[src/sv/egs_pkg.sv]
`timescale 1ns / 1ps

package egs_pkg;

   localparam int CFG_W = 32;

   localparam logic [CFG_W-1:0] MIN_SIZE_RST     = 32'd100;
   localparam logic [CFG_W-1:0] MAX_SIZE_RST     = 32'd1000;
   localparam logic [CFG_W-1:0] GUARD_LEN_RST    = 32'd0;
   localparam logic [CFG_W-1:0] TOTAL_LENGTH_RST = 32'd1048576;

   // register indexes on the csr port
   localparam logic [1:0] CSR_MIN_SIZE     = 2'd0;
   localparam logic [1:0] CSR_MAX_SIZE     = 2'd1;
   localparam logic [1:0] CSR_GUARD_LEN    = 2'd2;
   localparam logic [1:0] CSR_TOTAL_LENGTH = 2'd3;

   // settings as seen by the datapath; stride and close_time are already sanitised
   typedef struct packed {
      logic [CFG_W-1:0] min_size;
      logic [CFG_W-1:0] stride;
      logic [CFG_W-1:0] guard_len;
      logic [CFG_W-1:0] close_time;
   } cfg_type;

endpackage

[src/sv/egs_channels.sv]
`timescale 1ns / 1ps

interface egs_req_if;
   logic        valid;
   logic        ready;
   logic [31:0] event_time;
   logic        end_of_list;

   modport source (output valid, event_time, end_of_list, input ready);
   modport sink   (input valid, event_time, end_of_list, output ready);
endinterface

interface egs_rsp_if;
   logic        valid;
   logic        ready;
   logic [31:0] seg_start;
   logic [31:0] seg_end;
   logic        last_of_run;
   logic        truncated;

   modport source  (output valid, seg_start, seg_end, last_of_run, truncated, input ready);
   modport sink    (input valid, seg_start, seg_end, last_of_run, truncated, output ready);
   modport monitor (input valid, ready, seg_start, seg_end, last_of_run, truncated);
endinterface

[src/sv/event_gap_segmenter_top.sv]
`timescale 1ns / 1ps
// An accepted req word passes the front states DIFF, SPAN and PUSH, then the job queue and the segment emitter.
// The front takes no new event until the current one has left PUSH, which waits while the queue is full; the
// back emits one segment per cycle while rsp_ch does not stall, and pops the next job once a run has ended.
// A two-entry job queue lets the front run ahead of the segment emitter.
// Reset (synchronous): settings to defaults, previous event time to 0, queue and output empty.
module event_gap_segmenter_top #(
   parameter int TIME_BITS        = 32,
   parameter int MAX_SEGS_PER_GAP = 64
) (
   input  logic        clock,
   input  logic        reset,
   egs_req_if.sink     req_ch,
   egs_rsp_if.source   rsp_ch,
   input  logic        csr_write_en,
   input  logic [1:0]  csr_index,
   input  logic [31:0] csr_wdata
);
   import egs_pkg::*;

   localparam int QW = 2 * TIME_BITS + 1;

   logic [CFG_W-1:0] min_ff, max_ff, guard_ff, total_ff;
   cfg_type          cfg;

   logic                 job_full, job_push, job_trunc, job_pop, job_empty;
   logic [TIME_BITS-1:0] job_start, job_span;
   logic [QW-1:0]        q_in, q_out;

   always_ff @(posedge clock) begin
      if (reset) begin
         min_ff   <= MIN_SIZE_RST;
         max_ff   <= MAX_SIZE_RST;
         guard_ff <= GUARD_LEN_RST;
         total_ff <= TOTAL_LENGTH_RST;
      end else if (csr_write_en) begin
         case (csr_index)
            CSR_MIN_SIZE:     min_ff   <= csr_wdata;
            CSR_MAX_SIZE:     max_ff   <= csr_wdata;
            CSR_GUARD_LEN:    guard_ff <= csr_wdata;
            CSR_TOTAL_LENGTH: total_ff <= csr_wdata;
            default: ;
         endcase
      end
   end

   always_comb begin
      cfg.min_size   = min_ff;
      cfg.stride     = (max_ff == '0) ? CFG_W'(1) : max_ff;
      cfg.guard_len  = guard_ff;
      cfg.close_time = (total_ff == '0) ? '0 : total_ff - CFG_W'(1);
   end

   egs_front #(
      .TIME_BITS        (TIME_BITS),
      .MAX_SEGS_PER_GAP (MAX_SEGS_PER_GAP)
   ) u_front (
      .clock     (clock),
      .reset     (reset),
      .cfg       (cfg),
      .req_ch    (req_ch),
      .job_full  (job_full),
      .job_push  (job_push),
      .job_start (job_start),
      .job_span  (job_span),
      .job_trunc (job_trunc)
   );

   assign q_in = {job_trunc, job_start, job_span};

   egs_queue #(
      .W (QW)
   ) u_queue (
      .clock     (clock),
      .reset     (reset),
      .push      (job_push),
      .push_data (q_in),
      .full      (job_full),
      .pop       (job_pop),
      .pop_data  (q_out),
      .empty     (job_empty)
   );

   egs_back #(
      .TIME_BITS        (TIME_BITS),
      .MAX_SEGS_PER_GAP (MAX_SEGS_PER_GAP)
   ) u_back (
      .clock     (clock),
      .reset     (reset),
      .cfg       (cfg),
      .job_valid (!job_empty),
      .job_pop   (job_pop),
      .job_start (q_out[QW-2:TIME_BITS]),
      .job_span  (q_out[TIME_BITS-1:0]),
      .job_trunc (q_out[QW-1]),
      .rsp_ch    (rsp_ch)
   );

endmodule

[src/sv/egs_front.sv]
`timescale 1ns / 1ps

module egs_front #(
   parameter int TIME_BITS        = 32,
   parameter int MAX_SEGS_PER_GAP = 64
) (
   input  logic                 clock,
   input  logic                 reset,
   input  egs_pkg::cfg_type     cfg,
   egs_req_if.sink              req_ch,
   input  logic                 job_full,
   output logic                 job_push,
   output logic [TIME_BITS-1:0] job_start,
   output logic [TIME_BITS-1:0] job_span,
   output logic                 job_trunc
);
   localparam int TB = TIME_BITS;
   localparam int WB = (TB > 32) ? TB : 32;
   localparam int CW = WB + 8;
   localparam logic [CW-1:0] SEG_MUL = CW'(MAX_SEGS_PER_GAP);

   localparam logic [1:0] ST_IDLE = 2'd0;
   localparam logic [1:0] ST_DIFF = 2'd1;
   localparam logic [1:0] ST_SPAN = 2'd2;
   localparam logic [1:0] ST_PUSH = 2'd3;

   logic [1:0]    state_ff, state_in;
   logic [TB-1:0] prev_ff, target_in, target_ff, base_ff;
   logic [CW-1:0] gap_ff, thr_ff, mst_ff, span_ff, mm_ff, start_ff;
   logic          pos_ff, okstr_ff, hit_ff;
   logic          accept;

   assign req_ch.ready = (state_ff == ST_IDLE);
   assign accept       = req_ch.valid && req_ch.ready;
   assign target_in    = req_ch.end_of_list ? TB'(cfg.close_time) : TB'(req_ch.event_time);

   always_comb begin
      state_in = state_ff;
      case (state_ff)
         ST_IDLE: begin
            if (accept) state_in = ST_DIFF;
         end
         ST_DIFF: state_in = ST_SPAN;
         ST_SPAN: state_in = ST_PUSH;
         ST_PUSH: begin
            if (!hit_ff || !job_full) state_in = ST_IDLE;
         end
         default: state_in = ST_IDLE;
      endcase
   end

   always_ff @(posedge clock) begin
      if (reset) begin
         state_ff <= ST_IDLE;
         prev_ff  <= '0;
      end else begin
         state_ff <= state_in;
         if (accept) prev_ff <= req_ch.end_of_list ? '0 : target_in;
      end
   end

   always_ff @(posedge clock) begin
      if (accept) begin
         target_ff <= target_in;
         base_ff   <= prev_ff;
      end
      if (state_ff == ST_DIFF) begin
         gap_ff   <= CW'(target_ff) - CW'(base_ff);
         pos_ff   <= target_ff > base_ff;
         thr_ff   <= CW'(cfg.min_size) + (CW'(cfg.guard_len) << 1);
         mst_ff   <= CW'(cfg.stride) * SEG_MUL;
         okstr_ff <= cfg.stride >= cfg.min_size;
      end
      if (state_ff == ST_SPAN) begin
         hit_ff   <= pos_ff && okstr_ff && (gap_ff > thr_ff);
         span_ff  <= gap_ff - (CW'(cfg.guard_len) << 1);
         mm_ff    <= mst_ff + CW'(cfg.min_size);
         start_ff <= CW'(base_ff) + CW'(cfg.guard_len);
      end
   end

   // more qualifying pieces than the run may carry
   assign job_trunc = (span_ff > mst_ff) && (span_ff >= mm_ff);
   assign job_push  = (state_ff == ST_PUSH) && hit_ff && !job_full;
   assign job_start = TB'(start_ff);
   assign job_span  = TB'(span_ff);

endmodule

[src/sv/egs_queue.sv]
`timescale 1ns / 1ps

module egs_queue #(
   parameter int W = 65
) (
   input  logic         clock,
   input  logic         reset,
   input  logic         push,
   input  logic [W-1:0] push_data,
   output logic         full,
   input  logic         pop,
   output logic [W-1:0] pop_data,
   output logic         empty
);
   localparam int DEPTH = 2;
   localparam int AW    = $clog2(DEPTH);

   logic [W-1:0]  slot_ff [DEPTH];
   logic [AW-1:0] wr_ff, rd_ff;
   logic [AW:0]   cnt_ff;

   assign full     = (cnt_ff == (AW+1)'(DEPTH));
   assign empty    = (cnt_ff == '0);
   assign pop_data = slot_ff[rd_ff];

   always_ff @(posedge clock) begin
      if (reset) begin
         wr_ff  <= '0;
         rd_ff  <= '0;
         cnt_ff <= '0;
      end else begin
         if (push) wr_ff <= wr_ff + AW'(1);
         if (pop)  rd_ff <= rd_ff + AW'(1);
         if (push && !pop)      cnt_ff <= cnt_ff + (AW+1)'(1);
         else if (pop && !push) cnt_ff <= cnt_ff - (AW+1)'(1);
      end
   end

   always_ff @(posedge clock) begin
      if (push) slot_ff[wr_ff] <= push_data;
   end

endmodule

[src/sv/egs_back.sv]
`timescale 1ns / 1ps

module egs_back #(
   parameter int TIME_BITS        = 32,
   parameter int MAX_SEGS_PER_GAP = 64
) (
   input  logic                 clock,
   input  logic                 reset,
   input  egs_pkg::cfg_type     cfg,
   input  logic                 job_valid,
   output logic                 job_pop,
   input  logic [TIME_BITS-1:0] job_start,
   input  logic [TIME_BITS-1:0] job_span,
   input  logic                 job_trunc,
   egs_rsp_if.source            rsp_ch
);
   localparam int TB   = TIME_BITS;
   localparam int SW   = ((TB > 32) ? TB : 32) + 1;
   localparam int CNTW = (MAX_SEGS_PER_GAP > 1) ? $clog2(MAX_SEGS_PER_GAP) : 1;
   localparam logic [CNTW-1:0] CNT_LAST = CNTW'(MAX_SEGS_PER_GAP - 1);

   logic                 act_ff;
   logic [TB-1:0]        start_ff, span_ff;
   logic signed [SW-1:0] nspan_ff;
   logic [CNTW-1:0]      cnt_ff;
   logic                 trunc_ff;

   logic                 ov_ff;
   logic [TB-1:0]        ostart_ff, oend_ff;
   logic                 olast_ff, otrunc_ff;

   logic                 fire, full_piece, last;
   logic [TB-1:0]        stride_tb, end_in;
   logic signed [SW-1:0] min_s, stride_s;

   assign stride_tb  = TB'(cfg.stride);
   assign stride_s   = $signed(SW'(cfg.stride));
   assign min_s      = $signed(SW'(cfg.min_size));

   assign job_pop    = !act_ff && job_valid;
   assign fire       = act_ff && (!ov_ff || rsp_ch.ready);
   // nspan is what is left after a full stride; positive means this piece is full
   assign full_piece = !nspan_ff[SW-1] && (nspan_ff != '0);
   assign last       = !full_piece || (nspan_ff < min_s) || (cnt_ff == CNT_LAST);
   assign end_in     = start_ff + (full_piece ? stride_tb : span_ff);

   always_ff @(posedge clock) begin
      if (reset) begin
         act_ff <= 1'b0;
         ov_ff  <= 1'b0;
      end else begin
         if (job_pop)           act_ff <= 1'b1;
         else if (fire && last) act_ff <= 1'b0;
         if (fire)              ov_ff  <= 1'b1;
         else if (rsp_ch.ready) ov_ff  <= 1'b0;
      end
   end

   always_ff @(posedge clock) begin
      if (job_pop) begin
         start_ff <= job_start;
         span_ff  <= job_span;
         nspan_ff <= $signed(SW'(job_span)) - stride_s;
         cnt_ff   <= '0;
         trunc_ff <= job_trunc;
      end else if (fire && !last) begin
         start_ff <= start_ff + stride_tb;
         span_ff  <= TB'(nspan_ff);
         nspan_ff <= nspan_ff - stride_s;
         cnt_ff   <= cnt_ff + CNTW'(1);
      end
      if (fire) begin
         ostart_ff <= start_ff;
         oend_ff   <= end_in;
         olast_ff  <= last;
         otrunc_ff <= trunc_ff;
      end
   end

   assign rsp_ch.valid       = ov_ff;
   assign rsp_ch.seg_start   = 32'(ostart_ff);
   assign rsp_ch.seg_end     = 32'(oend_ff);
   assign rsp_ch.last_of_run = olast_ff;
   assign rsp_ch.truncated   = otrunc_ff;

endmodule

[src/flat_wrapper.sv]
// flat-port wrapper written by rule: the top's interface ports become plain ports
module event_gap_segmenter_top_flat import egs_pkg::*;
#(
   parameter int TIME_BITS        = 32,
   parameter int MAX_SEGS_PER_GAP = 64
)
  (clock, reset, csr_write_en, csr_index, csr_wdata, req_ch_valid, req_ch_event_time, req_ch_end_of_list, req_ch_ready, rsp_ch_valid, rsp_ch_seg_start, rsp_ch_seg_end, rsp_ch_last_of_run, rsp_ch_truncated, rsp_ch_ready);
  egs_req_if req_ch_i ();
  egs_rsp_if rsp_ch_i ();
  input  logic clock;
  input  logic reset;
  input  logic csr_write_en;
  input  logic [1:0] csr_index;
  input  logic [31:0] csr_wdata;
  input wire logic [$bits(req_ch_i.valid)-1:0] req_ch_valid;
  input wire logic [$bits(req_ch_i.event_time)-1:0] req_ch_event_time;
  input wire logic [$bits(req_ch_i.end_of_list)-1:0] req_ch_end_of_list;
  output wire logic [$bits(req_ch_i.ready)-1:0] req_ch_ready;
  output wire logic [$bits(rsp_ch_i.valid)-1:0] rsp_ch_valid;
  output wire logic [$bits(rsp_ch_i.seg_start)-1:0] rsp_ch_seg_start;
  output wire logic [$bits(rsp_ch_i.seg_end)-1:0] rsp_ch_seg_end;
  output wire logic [$bits(rsp_ch_i.last_of_run)-1:0] rsp_ch_last_of_run;
  output wire logic [$bits(rsp_ch_i.truncated)-1:0] rsp_ch_truncated;
  input wire logic [$bits(rsp_ch_i.ready)-1:0] rsp_ch_ready;
  assign req_ch_i.valid = req_ch_valid;
  assign req_ch_i.event_time = req_ch_event_time;
  assign req_ch_i.end_of_list = req_ch_end_of_list;
  assign req_ch_ready = req_ch_i.ready;
  assign rsp_ch_valid = rsp_ch_i.valid;
  assign rsp_ch_seg_start = rsp_ch_i.seg_start;
  assign rsp_ch_seg_end = rsp_ch_i.seg_end;
  assign rsp_ch_last_of_run = rsp_ch_i.last_of_run;
  assign rsp_ch_truncated = rsp_ch_i.truncated;
  assign rsp_ch_i.ready = rsp_ch_ready;
  event_gap_segmenter_top #(.TIME_BITS(TIME_BITS), .MAX_SEGS_PER_GAP(MAX_SEGS_PER_GAP)) u_core (.clock(clock), .reset(reset), .req_ch(req_ch_i), .rsp_ch(rsp_ch_i), .csr_write_en(csr_write_en), .csr_index(csr_index), .csr_wdata(csr_wdata));
endmodule
[config.mk]
export PLATFORM = sky130hd
export DESIGN_NAME = event_gap_segmenter_top_flat
export DESIGN_NICKNAME = d
export VERILOG_FILES = /design/src/sv/egs_pkg.sv /design/src/sv/egs_channels.sv /design/src/sv/event_gap_segmenter_top.sv /design/src/sv/egs_front.sv /design/src/sv/egs_queue.sv /design/src/sv/egs_back.sv /design/src/flat_wrapper.sv
export SDC_FILE = /design/constraint.sdc
export NUM_CORES = 2
export LEC_CHECK = 0
export ABC_AREA = 1
export BUFFER_PORTS_ARGS = -buffer_cell sky130_fd_sc_hd__buf_2
export CAP_MARGIN = 20
export CELL_PAD_IN_SITES_DETAIL_PLACEMENT = 1
export CELL_PAD_IN_SITES_GLOBAL_PLACEMENT = 1
export CORE_MARGIN = 3
export CORE_UTILIZATION = 45
export CTS_CLUSTER_DIAMETER = 40
export DETAILED_ROUTE_END_ITERATION = 16
export PLACE_DENSITY_LB_ADDON = 0.1
export SYNTH_ARGS = -nofsm -noshare
export SYNTH_HDL_FRONTEND = slang
export SYNTH_SLANG_ARGS = --single-unit
[constraint.sdc]
create_clock -name clock -period 8.84 [get_ports clock]
set_clock_uncertainty 0.15 [all_clocks]
set_input_delay 0.442 -clock clock [delete_from_list [all_inputs] [get_ports clock]]
set_output_delay 0.442 -clock clock [all_outputs]
set_load 0.1 [all_outputs]
Word level (Yosys, flattened, before mapping)

Memory sizes are Yosys's and may differ from the RTL's. A register that Yosys moved wholly into a read port is not among the register bits.
Index checks and enable logic that the tools add are counted.

Register bits: 629
Bits in writable memories: 130
Bits of input ports: 72
Output and inout bits: 68
Memories: 1

Memory list:

| memory                 | words | width | rd ports | clocked after memory_dff | write ports | RTL line        | RTL |
|---|---|---|---|---|---|---|---|
| u_core.u_queue.slot_ff | 2     | 65    | 1        | 1                        | 1           | egs_queue.sv:18 | `logic [W-1:0] slot_ff [DEPTH];` |

Add/subtract/negate cells: 15
Magnitude comparators: 6
Equality and inequality tests: 10
Multiplexer cells: 24
Reduce and logical (&&, ||, !) cells: 42

Operator list:

| kind                    | number |
|---|---|
| $mux W32                | 9 |
| $add A32 B32 Y32        | 3 |
| $mux W33                | 2 |
| $sub A32 B32 Y33        | 2 |
| $logic_not A32 Y1       | 2 |
| $ge A40 B40 Y1          | 1 |
| $gt A40 B38 Y1          | 1 |
| $gt A40 B40 Y1          | 1 |
| $sub A40 B33 Y40        | 1 |
| $add A38 B32 Y39        | 1 |
| $add A32 B33 Y34        | 1 |
| $lt A33 B33 Y1          | 1 |
| $reduce_bool A33 Y1     | 1 |
| $sub A33 B33 Y33        | 1 |
| $ge A32 B32 Y1          | 1 |
| $gt A32 B32 Y1          | 1 |
| $sub A32 B1 Y32 const B | 1 |
| $logic_and A1 B1 Y1     | 13 |
| $eq A2 B2 Y1 const B    | 5 |
| $logic_not A1 Y1        | 10 |
| $reduce_and A2 Y1       | 5 |
| $mux W1                 | 8 |
| $mux W2                 | 4 |
| $pmux W2 S4             | 1 |
| other kinds (11)        | 21 |

Depth between registers and ports, before layout

Depth in word-level cells: 9
Mapped depth: 21
Mapped depth without buffers: 21

By module

A second synthesis with hierarchy kept.

Cell total of the unflattened synthesis: 6352
Area total of the unflattened synthesis: 50318.3 um2

Modules (own cells, without submodules):

| module                  | times used | cells each | area each (um2) | seq. area each (um2) |
|---|---|---|---|---|
| egs_front               | 1          | 3069       | 23820.3         | 8998.6 |
| egs_back                | 1          | 2208       | 15698.8         | 5084.9 |
| event_gap_segmenter_top | 1          | 840        | 5676.7          | 2562.5 |
| egs_queue               | 1          | 235        | 5122.4          | 4003.8 |

Worst setup path after synthesis

Ideal clock, no wire load.

Kind: reg-to-reg
Start: reg u_core.u_back.nspan_ff[28]
End: reg u_core.u_back.nspan_ff[0], enable pin
Setup time: 0.459 ns
Arrival: 3.812 ns
Slack: 4.420 ns
Stages on the path, launching flop included: 12
Cells stage by stage: edfxtp_1 -> ha_1 -> nand2_1 -> nor2_1 -> nand2_1 -> nor4_1 -> nand3_1 -> nand3_1 -> nand2_1 -> nor2_2 -> inv_1 -> nand2_1

Cells in the longest elaborated chain, start to end: 8

RTL lines:

| item                                                                   | RTL line       | RTL |
|---|---|---|
| start: declaration                                                     | egs_back.sv:24 | `logic signed [SW-1:0] nspan_ff;` |
| start signal: assignment                                               | egs_back.sv:63 | `nspan_ff <= $signed(SW'(job_span)) - stride_s;` |
| start signal: assignment                                               | egs_back.sv:69 | `nspan_ff <= nspan_ff - stride_s;` |
| parallel branches: the longest is 3 deep, another holds $lt A33 B33 Y1 | -              |  |
| $logic_or A1 B1 Y1 (*) (2 in a row)                                    | egs_back.sv:44 | `assign last = !full_piece \|\| (nspan_ff < min_s) \|\| (cnt_ff == CNT_LAST);` |
| net u_core.u_back.last                                                 | egs_back.sv:32 | `logic fire, full_piece, last;` |
| $logic_not A1 Y1 (*)                                                   | egs_back.sv:66 | `end else if (fire && !last) begin` |
| $logic_and A1 B1 Y1 (*)                                                | egs_back.sv:66 |  |
| $reduce_bool A2 Y1 (no source line) (*)                                | -              |  |

Mark *: on every way through the listed nets, which the timed path passes.
A chain may end at the register's enable or synchronous reset.

Final worst setup path

Start: reg u_core.u_back.nspan_ff[28]
End: reg u_core.u_back.oend_ff[18] (netlist: u_core.u_back.rsp_ch.seg_end[18]) (data pin)

Cells in the longest elaborated chain, start to end: 4

RTL lines:

| item                         | RTL line       | RTL |
|---|---|---|
| $reduce_bool A33 Y1          | egs_back.sv:43 | `assign full_piece = !nspan_ff[SW-1] && (nspan_ff != '0);` |
| $logic_and A1 B1 Y1          | egs_back.sv:43 |  |
| $mux W32                     | egs_back.sv:45 | `assign end_in = start_ff + (full_piece ? stride_tb : span_ff);` |
| $add A32 B32 Y32             | egs_back.sv:45 |  |
| net u_core.u_back.end_in[18] | egs_back.sv:33 | `logic [TB-1:0] stride_tb, end_in;` |
| end signal: assignment       | egs_back.sv:74 | `oend_ff <= end_in;` |
| end: declaration             | egs_back.sv:29 | `logic [TB-1:0] ostart_ff, oend_ff;` |

The timed path passes the listed nets, and every way through them passes these cells.

==> run metrics <==
Routed Antenna Nets=0; CTS max path bufs=3; area delta synth->final=15.8%; Die ar.=0.106 sq mm; slew of the pin with the lowest slew margin=1.18 ns; Slowest-stage cell, CP=buf_4; Nets=6088; CTS tree=yes; # Post-CTS Setup Buffers=0; total CTS buffers=132; core area=0.101 sq mm; PwrDens=409 mW/mm^2; status=completed; Ys Warns=0; Final GP Congestion=0.988; worst vdd ir=0.403 mV; CTS sink cnt=746; Max Cap Viol=0; initial drt markers=3265; Filler cells=11.8k; clock latency on the worst-skew pair=0.75 ns; Non-Filler Instances=7041; Synth Flop Type=edfxtp_1; layout cells sized above 1=8.58%; min-delay worst type=in -> reg; Std-Cell Rows=116; setup TNS=0 ns; Critical Path Start Type=register; reg2reg start=u_core.u_back.nspan_ff[28]; Seq/Total Area, Yosys=44.7%; cells after synthesis=5332; largest net degree at the start of global routing=94; Root Driver=clkbuf_16; WL final=183000 microns; Initial Util=45.8%; cell area after synthesis=0.0462 sq mm; final instance area=0.0535 sq mm; Post-synth EDFFs=571; initial antenna violation count=15; H-tree depth=4; DR WL/cell=25.9 microns; Worst path max stage delay=0.49 ns; Die Y=326 microns; total iterations of the first detailed-routing run=7; first-pass GRT wire length=265000 microns; ys async rst share=0%; endpoints failing setup=0; Worst setup EP type=register; total gr overflow=0; dpl hpwl=146000 microns; cells along the critical path=nor4_1 -> nand4_1 -> o21ai_4 -> buf_4 -> nand2_1 -> o21ai_0 -> ha_1 -> inv_1 -> fa_1 -> o21ai_1 -> a21oi_1 -> o21bai_2 -> a21oi_1 -> o21ai_0 -> a21oi_1 -> xnor2_1; fin crit share=53.1%; worst reg2reg path depth=16; Avg Cell Area, Syn=8.66 sq um; Reg2Reg Setup Slack=4.15 ns; synth unique cells=69; #FFs+latches synth=746; Crit Path Max Fanout=65; CP most frequent cell=a21oi_1; number of global-route vias before repair=41.1k; via count=40.2k; Boundary Pins=140; relative slew slack=21.0%; Via density=5.71; DR DRC count=0; Total GRT Usage=33.8%; CP required=9.16 ns; Worst Setup EP=u_core.u_back.rsp_ch.seg_end[18]; Clock transition at path regs=0.05 ns; net count after synthesis=5853; Port Buffers=139; Die W=326 microns; Slew Limit Fails=0; final hold vios=0; CP startpoint=u_core.u_back.nspan_ff[28]; reg2reg end=u_core.u_back.rsp_ch.seg_end[18]; Leak=22.8 nW; Max Clk Rate=0.213 GHz; WS Path Type=reg -> reg; min cycle time layout=4.69 ns; placed instance area=0.0484 sq mm; unrepaired setup endpoints after global routing=no; Cells after DPL=6733; hold path startpoint=csr_wdata[14]; WP data arrival=5.01 ns
-- sequential cells by signal, summed over array words and instances (netlist names), 33 cells and up, named ones only --
register                flops
u_core.u_front.gap_ff      33
u_core.u_back.nspan_ff     33
u_core.u_front.mm_ff       39
u_core.u_front.thr_ff      34
u_core.u_queue.slot_ff    130
u_core.u_front.span_ff     40
-- stage by stage --
step                util, %  hold WS [ns]  setup slack [ns]  power (mW)
global route           53.0        0.0226              3.83        23.1
finish                 53.0        0.0516              4.15        21.9
CTS                    53.0       0.00125              4.10        21.8
floorplan                 -         0.250              4.42        13.1
detailed placement     47.9         0.259              4.11        16.5
global placement       47.9         0.257              4.16        16.3
-- kinds of logic after synthesis --
kind of cell               count (synthesis)  share of synthesized area, %
and+or+nand+nor                         1812                          16.3
AOI/OAI and AO/OA                       1327                          15.9
buffers and inverters                    761                          6.24
DFF                                      746                          44.7
adders and majority gates                449                          12.3
xor gates and xnor gates                 234                          4.44
muxes                                      3                        0.0678
-- synthesized netlist by cell type, types with 5 or more instances --
| master | n | area [sq um] |
|---|---|---|
| nor4_1 | 34 | 213 |
| a21boi_1 | 7 | 52.6 |
| nand3_1 | 129 | 646 |
| nand3b_1 | 10 | 75.1 |
| o221a_2 | 5 | 56.3 |
| edfxtp_1 | 571 | 17100 |
| o21a_1 | 29 | 218 |
| a21boi_0 | 8 | 60.1 |
| inv_1 | 626 | 2350 |
| dfxtp_1 | 175 | 3500 |
| ha_1 | 441 | 5520 |
| nor3_1 | 60 | 300 |
| o21ai_0 | 441 | 2210 |
| a211oi_1 | 9 | 67.6 |
| buf_1 | 9 | 33.8 |
| clkinv_1 | 5 | 18.8 |
| nor2_2 | 8 | 50.1 |
| a31oi_1 | 63 | 394 |
| o21ai_2 | 13 | 114 |
| o21ai_1 | 26 | 130 |
| buf_2 | 9 | 45.0 |
| or2_1 | 5 | 31.3 |
| a21oi_2 | 5 | 43.8 |
| xor2_1 | 160 | 1400 |
| nand4_1 | 52 | 325 |
| a21oi_1 | 594 | 2970 |
| nand2_2 | 18 | 113 |
| o211ai_1 | 28 | 210 |
| fa_1 | 8 | 160 |
| a21o_1 | 30 | 225 |
| nor2_1 | 437 | 1640 |
| o21bai_1 | 22 | 165 |
| xnor2_1 | 74 | 648 |
| nand2_1 | 1032 | 3870 |
| clkbuf_1 | 106 | 398 |
| or2_2 | 6 | 37.5 |
| o221ai_1 | 6 | 52.6 |
-- routing by layer --
layer | global-route usage (%) | routed length (microns) | vias to the layer above
met5 | 0 | 41 | -
met4 | 18.1 | 10800 | 6
met3 | 4.58 | 9660 | 358
met2 | 56.5 | 86200 | 1214
met1 | 42.5 | 75900 | 19700
li1 | - | - | 18900
-- repair_timing --
item,in CTS,in global routing
endpoints found under the hold margin,109,0
endpoints found under the setup margin,0,0
hold buffers,57,0
gates resized for setup,0,0
-- worst min-delay path by stage --
stage	to	slack [ns]	cells past startpoint
final	u_core.guard_ff[14]	0.05	3
after global routing	u_core.min_ff[6]	0.02	3
after global placement	u_core.u_front.base_ff[5]	0.26	0
after CTS	u_core.min_ff[6]	0.001	3
after floorplan	u_core.u_back.rsp_ch.truncated	0.25	0
after detailed placement	u_core.u_front.base_ff[22]	0.26	0
-- power by group --
group / total [mW] / switching, mW / internal [mW]
combinational: 10.2 / 7.26 / 2.91
clock: 5.19 / 1.91 / 3.28
sequential: 6.50 / 1.00 / 5.49
-- worst max-delay path: cells and delay by family, from the launching register on --
family,cells,cell delay (ns)
compound gates,8,1.59
xor+xnor,1,0.15
fa+ha+maj,2,0.62
buf+inv,2,0.56
flops,1,0.46
simple gates,3,0.88
-- final cells by class --
cell class / count / area (sq um) / share of cell area [%]
sequential: 746 / 20700 / 38.6
tap: 1357 / 1700 / 3.18
inverter: 635 / 2390 / 4.47
timing repair buffer: 227 / 1500 / 2.80
clock inverter: 83 / 906 / 1.69
antenna: 6 / 15.0 / 0.0281
clock buffer: 162 / 3620 / 6.78
multi-input combinational: 3825 / 22700 / 42.4
-- cells in the final DEF, fill, tap and decap left out, types with 25 or more instances in the layout --
master         netlist  final
dlygate4sd3_1        0     57
buf_2                9    139
nand3_1            129    129
o21a_1              29     29
o21ai_0            441    441
edfxtp_1           571    571
nand2_1           1032   1030
dfxtp_1            175    174
inv_6                0     27
nor4_1              34     34
o211ai_1            28     28
o21ai_1             26     25
a21oi_1            594    594
nor3_1              60     60
ha_1               441    439
a31oi_1             63     63
nor2_1             437    434
nand4_1             52     52
xnor2_1             74     74
buf_4                0     31
a21o_1              30     30
clkbuf_16            0    138
inv_1              626    624
xor2_1             160    160
Power figures use the tool's default switching activity.
